**src/hw/rtl/lrupr_pkg.sv**
```systemverilog
// Shared types and constants for the LRU page replacement block.
// Holds the item structs, controller command struct and register map.
// No dependencies.
`default_nettype none

package lrupr_pkg;

  localparam int MAX_SLOTS_DEF = 16;
  localparam int PAGE_BITS_DEF = 16;

  localparam int PAGE_FIELD_W = 16;
  localparam int SLOT_FIELD_W = 4;
  localparam int FAULT_W      = 16;
  localparam int FRAMES_W     = 5;

  localparam int PADDR_W = 3;
  localparam int PDATA_W = 32;

  localparam logic [PADDR_W-3:0] REG_FRAMES_IN_USE = '0;
  localparam logic [FRAMES_W-1:0] FRAMES_RESET     = 5'd4;
  localparam logic [FAULT_W-1:0]  FAULT_MAX        = '1;

  typedef struct packed {
    logic [PAGE_FIELD_W-1:0] page_number;
    logic                    restart;
    logic                    last_ref;
  } ref_item_t;

  typedef struct packed {
    logic                    hit;
    logic [SLOT_FIELD_W-1:0] frame_slot;
    logic                    evicted_valid;
    logic [PAGE_FIELD_W-1:0] evicted_page;
    logic [FAULT_W-1:0]      fault_total;
    logic                    run_done;
  } res_item_t;

  typedef struct packed {
    logic latch;   // input transfer: capture the reference
    logic decide;  // search frames and register the decision
    logic update;  // apply the decision and load the result register
  } cmd_t;

endpackage

`default_nettype wire

```
**src/hw/rtl/lrupr_ctrl.sv**
```systemverilog
// Controller for the LRU page replacement block: sequences search and update.
// Drives lrupr_pkg::cmd_t to the datapath and owns both handshakes.
`default_nettype none

module lrupr_ctrl (
  input  wire logic         clk,
  input  wire logic         rst,
  input  wire logic         ref_valid,
  output logic              ref_ready,
  output logic              res_valid,
  input  wire logic         res_ready,
  output lrupr_pkg::cmd_t   cmd
);

  localparam logic [1:0] ST_IDLE = 2'd0;
  localparam logic [1:0] ST_CMP  = 2'd1;
  localparam logic [1:0] ST_UPD  = 2'd2;

  logic [1:0] state;
  logic [1:0] state_next;
  logic       out_free;

  assign out_free   = !res_valid || res_ready;
  assign ref_ready  = (state == ST_IDLE) || ((state == ST_UPD) && out_free);
  assign cmd.latch  = ref_valid && ref_ready;
  assign cmd.decide = (state == ST_CMP);
  assign cmd.update = (state == ST_UPD) && out_free;

  always_comb begin
    state_next = state;
    unique case (state)
      ST_IDLE: begin
        if (cmd.latch) state_next = ST_CMP;
      end
      ST_CMP: begin
        state_next = ST_UPD;
      end
      ST_UPD: begin
        if (out_free) state_next = cmd.latch ? ST_CMP : ST_IDLE;
      end
      default: begin
        state_next = ST_IDLE;
      end
    endcase
  end

  always_ff @(posedge clk) begin
    if (rst) begin
      state     <= ST_IDLE;
      res_valid <= 1'b0;
    end else begin
      state <= state_next;
      if (cmd.update) res_valid <= 1'b1;
      else if (res_ready) res_valid <= 1'b0;
    end
  end

endmodule

`default_nettype wire

```
**config.mk**
```make
export PLATFORM = sky130hd
export DESIGN_NAME = lrupr_ctrl
export DESIGN_NICKNAME = d
export VERILOG_FILES = /design/src/hw/rtl/lrupr_pkg.sv /design/src/hw/rtl/lrupr_ctrl.sv
export SDC_FILE = /design/constraint.sdc
export NUM_CORES = 1
export LEC_CHECK = 0
export ABC_AREA = 1
export ABC_CLOCK_PERIOD_IN_PS = 800
export BUFFER_PORTS_ARGS = -buffer_cell sky130_fd_sc_hd__buf_2
export CELL_PAD_IN_SITES_DETAIL_PLACEMENT = 1
export CELL_PAD_IN_SITES_GLOBAL_PLACEMENT = 1
export CORE_AREA = 10 10 47 49
export CTS_BUF_LIST = sky130_fd_sc_hd__clkbuf_8
export CTS_CLUSTER_DIAMETER = 60
export DETAILED_ROUTE_END_ITERATION = 10
export DIE_AREA = 0 0 57 59
export PLACE_DENSITY = 0.48
export SLEW_MARGIN = 15
export SYNTH_ARGS = -nofsm -noshare
export SYNTH_HDL_FRONTEND = slang
export SYNTH_SLANG_ARGS = --single-unit
```
**constraint.sdc**
```tcl
create_clock -name clk -period 0.8 [get_ports clk]
set_input_delay 0.08 -clock clk [delete_from_list [all_inputs] [get_ports clk]]
set_output_delay 0.08 -clock clk [all_outputs]
set_load 0.02 [all_outputs]
```
==> flow_summary.yaml <==
floorplan:
  initial_core_util: 0.104
  num_rows: 14
  ios: 9
  die_area_mm2: 0.00336
  core_region_area_mm2: 0.00140
  die_h_um: 59
  chipWidth_um: 57
power_and_ir_drop:
  power_density_mw_per_mm2: 1930
  leakagePower_nw: 0.193
  peakVddDrop_uv: 882
layout:
  utilization: 0.275
  multi_input_area_um2: 96.3
  seq_area_um2: 66.3
  area_delta_synth_final_pct: 163
  n_fill_cell: 176
  layout.nets: 44
  drive_gt1_frac: 0.872
  final_area_um2: 385
  n_antenna_cell: 0
setup_path:
  crit_type: "reg -> out"
  cp_cell_sequence: "or2_4 -> nand2_4 -> nand2_4 -> inv_2 -> buf_6"
  r2r_end: "state[0]$_SDFFE_PP0P_"
  cpPeakStageDelay_ps: 340
  cp.buffers_inverters: 2
  start_kind: "register"
  endpoint_kind: "primary output"
  reg2regPathDepth: 5
  critPathSlowestCell: "dfxtp_2"
  reg2reg_slack_ps: -170
  path_common_cell: "nand2_4"
  cp_max_fo: 3
  reg2reg_from: "state[0]$_SDFFE_PP0P_"
  crit_required_ps: 720
  cp.arrival_ps: 1070
  cpLargestDelayFamily: "simple AND/OR/NAND/NOR gates"
cts:
  cts_buffers: 3
  clock_latency_ps: 210
  cts_tree: "done"
  clkTransAtPathRegs_ps: 30
  clockBufferDepth: 2
  cts_hold_buf: 0
  root_buffer: "clkbuf_8"
  cts.sinks: 3
  h-tree-depth: 1
place:
  dpl_cell_area_um2: 245
  dp_slack_ps: -177
  gp_congestion: 0.627
  io_buffer_count: 8
route:
  wl_met1_um: 189
  wl_met3_um: 15
  drtIter0Drc: 1
  postRouteAntennaNets: 0
  drc: 0
  route.detailed.wl_per_inst_um: 9.75
  top_layer: "met3"
  vias: 186
  dr_wl_met2_um: 331
  wl_um: 536
  via_per_inst: 3.38
  drtPass1Iterations: 2
synth:
  synth_fp_nets: 24
  syn-cell-area_um2: 146
  ys_seq_elements: 3
  yosysWarnings: 0
  syn_avg_cell_area_um2: 7.32
  ys_types: 9
  syn_inst: 20
  yosysSeqAreaShare: 0.410
sta:
  max-slew-margin-rel: 0.916
  fin_ws_ps: -353
  rsz0062_at_grt: "yes"
  finalCritPeriodShare: 1.44
  max_freq_ghz: 0.867
  hold_violations: 0
  skew_ps: 0.138
  min_period_ps: 1150
  finalSetupViolations: 8
  slew_violations: 0
  worstMarginPinSlew_ps: 127
run_status:
  outcome: "finished with violations"
  violations: "negative setup slack"
min_path:
  min_path_cells: 2
  min_path_type: "in -> reg"
  hold_start: "rst"
  hold_path_end: "state[0]$_SDFFE_PP0P_"
global_route:
  grt.overflow.total: 0
  grt_antenna_before_repair: 0
  grt_start_max_net_pins: 4
  grtUsageTotal: 0.0383
  first_global_vias: 228
  grt_pass1_wl_um: 966
flow_run:
  drv_cap: 0
==> timing repair <==
item | CTS | global route
pin swaps | 4 | 4
endpoints found under the setup margin | 8 | 8
setup buffers | 4 | 3
gates resized for setup | 18 | 5
==> Yosys cell counts, drive strengths merged <==
| library cell | number | area, µm² |
|---|---|---|
| buf | 1 | 7.51 |
| a21oi | 2 | 10.0 |
| nand2 | 5 | 26.3 |
| or2 | 1 | 6.26 |
| nor2 | 2 | 12.5 |
| nand3 | 1 | 5.00 |
| inv | 5 | 18.8 |
| dfxtp | 3 | 60.1 |
==> logic make-up after synthesis <==
family,Yosys count,share of synthesized area
simple gates,9,0.342
buf+inv,6,0.180
compound gates,2,0.0684
flops,3,0.410
==> layout make-up <==
type,instances,share of cell area
timing repair buffer,16,0.360
multi-input combinational,11,0.250
sequential,3,0.172
clock buffer,3,0.107
tap,16,0.0519
inverter,5,0.0487
clock inverter,1,0.00974
==> power breakdown <==
part | internal, mW | switching [mW]
logic | 0.0822 | 0.0706
registers | 0.157 | 0.00863
clock network | 0.327 | 0.0993
total | 0.566 | 0.179
==> stage by stage <==
step	cells	setup TNS, ps	total power [mW]	hold slack, ps
floorplan	20	-93.4	0.226	139
global placement	47	-494	0.261	276
detailed placement	47	-521	0.262	282
CTS	54	-1510	0.754	51.5
global route	55	-1960	0.779	56.9
finish	55	-1590	0.745	56.2
==> worst register-to-register path, stage by stage, from the launching register on <==
cell     delay, ps
dfxtp_2        340
or2_4          240
nand2_4         80
nand2_4         50
buf_4          120
nor2_2          80
==> routing by layer <==
layer | global-route usage | vias to the layer above
met5 | 0 | -
met2 | 0.0667 | 3
met1 | 0.0330 | 89
li1 | - | 94
met4 | 0.0403 | 0
met3 | 0.0129 | 0
==> state kept, by name (all words and copies together) (netlist names) <==
| register | cells |
|---|---|
| res_valid | 1 |
| state | 2 |
==> worst max path at each step <==
| stage | endpoint | from | depth (start not counted) | slack, ps |
|---|---|---|---|---|
| floorplan | cmd[2] | state[1]$_SDFFE_PP0P_ | 6 | -70 |
| global placement | cmd[2] | state[1]$_SDFFE_PP0P_ | 7 | -170 |
| detailed placement | cmd[2] | state[1]$_SDFFE_PP0P_ | 7 | -180 |
| CTS | cmd[2] | state[0]$_SDFFE_PP0P_ | 5 | -350 |
| global route | cmd[2] | state[1]$_SDFFE_PP0P_ | 7 | -400 |
| finish | cmd[2] | state[0]$_SDFFE_PP0P_ | 5 | -350 |
==> cell usage in the layout (no fill, tap or decap) <==
cell and count:
dfxtp_4 1, dfxtp_2 2, nand2_2 1, buf_2 3, a21oi_1 1, clkbuf_8 3
nor2_2 1, buf_6 7, nand3_1 1, nand2_4 4, inv_2 3, buf_4 6
or2_4 1, inv_1 3, a21oi_2 1, nor2_4 1
(Power assumes the default switching activity.)
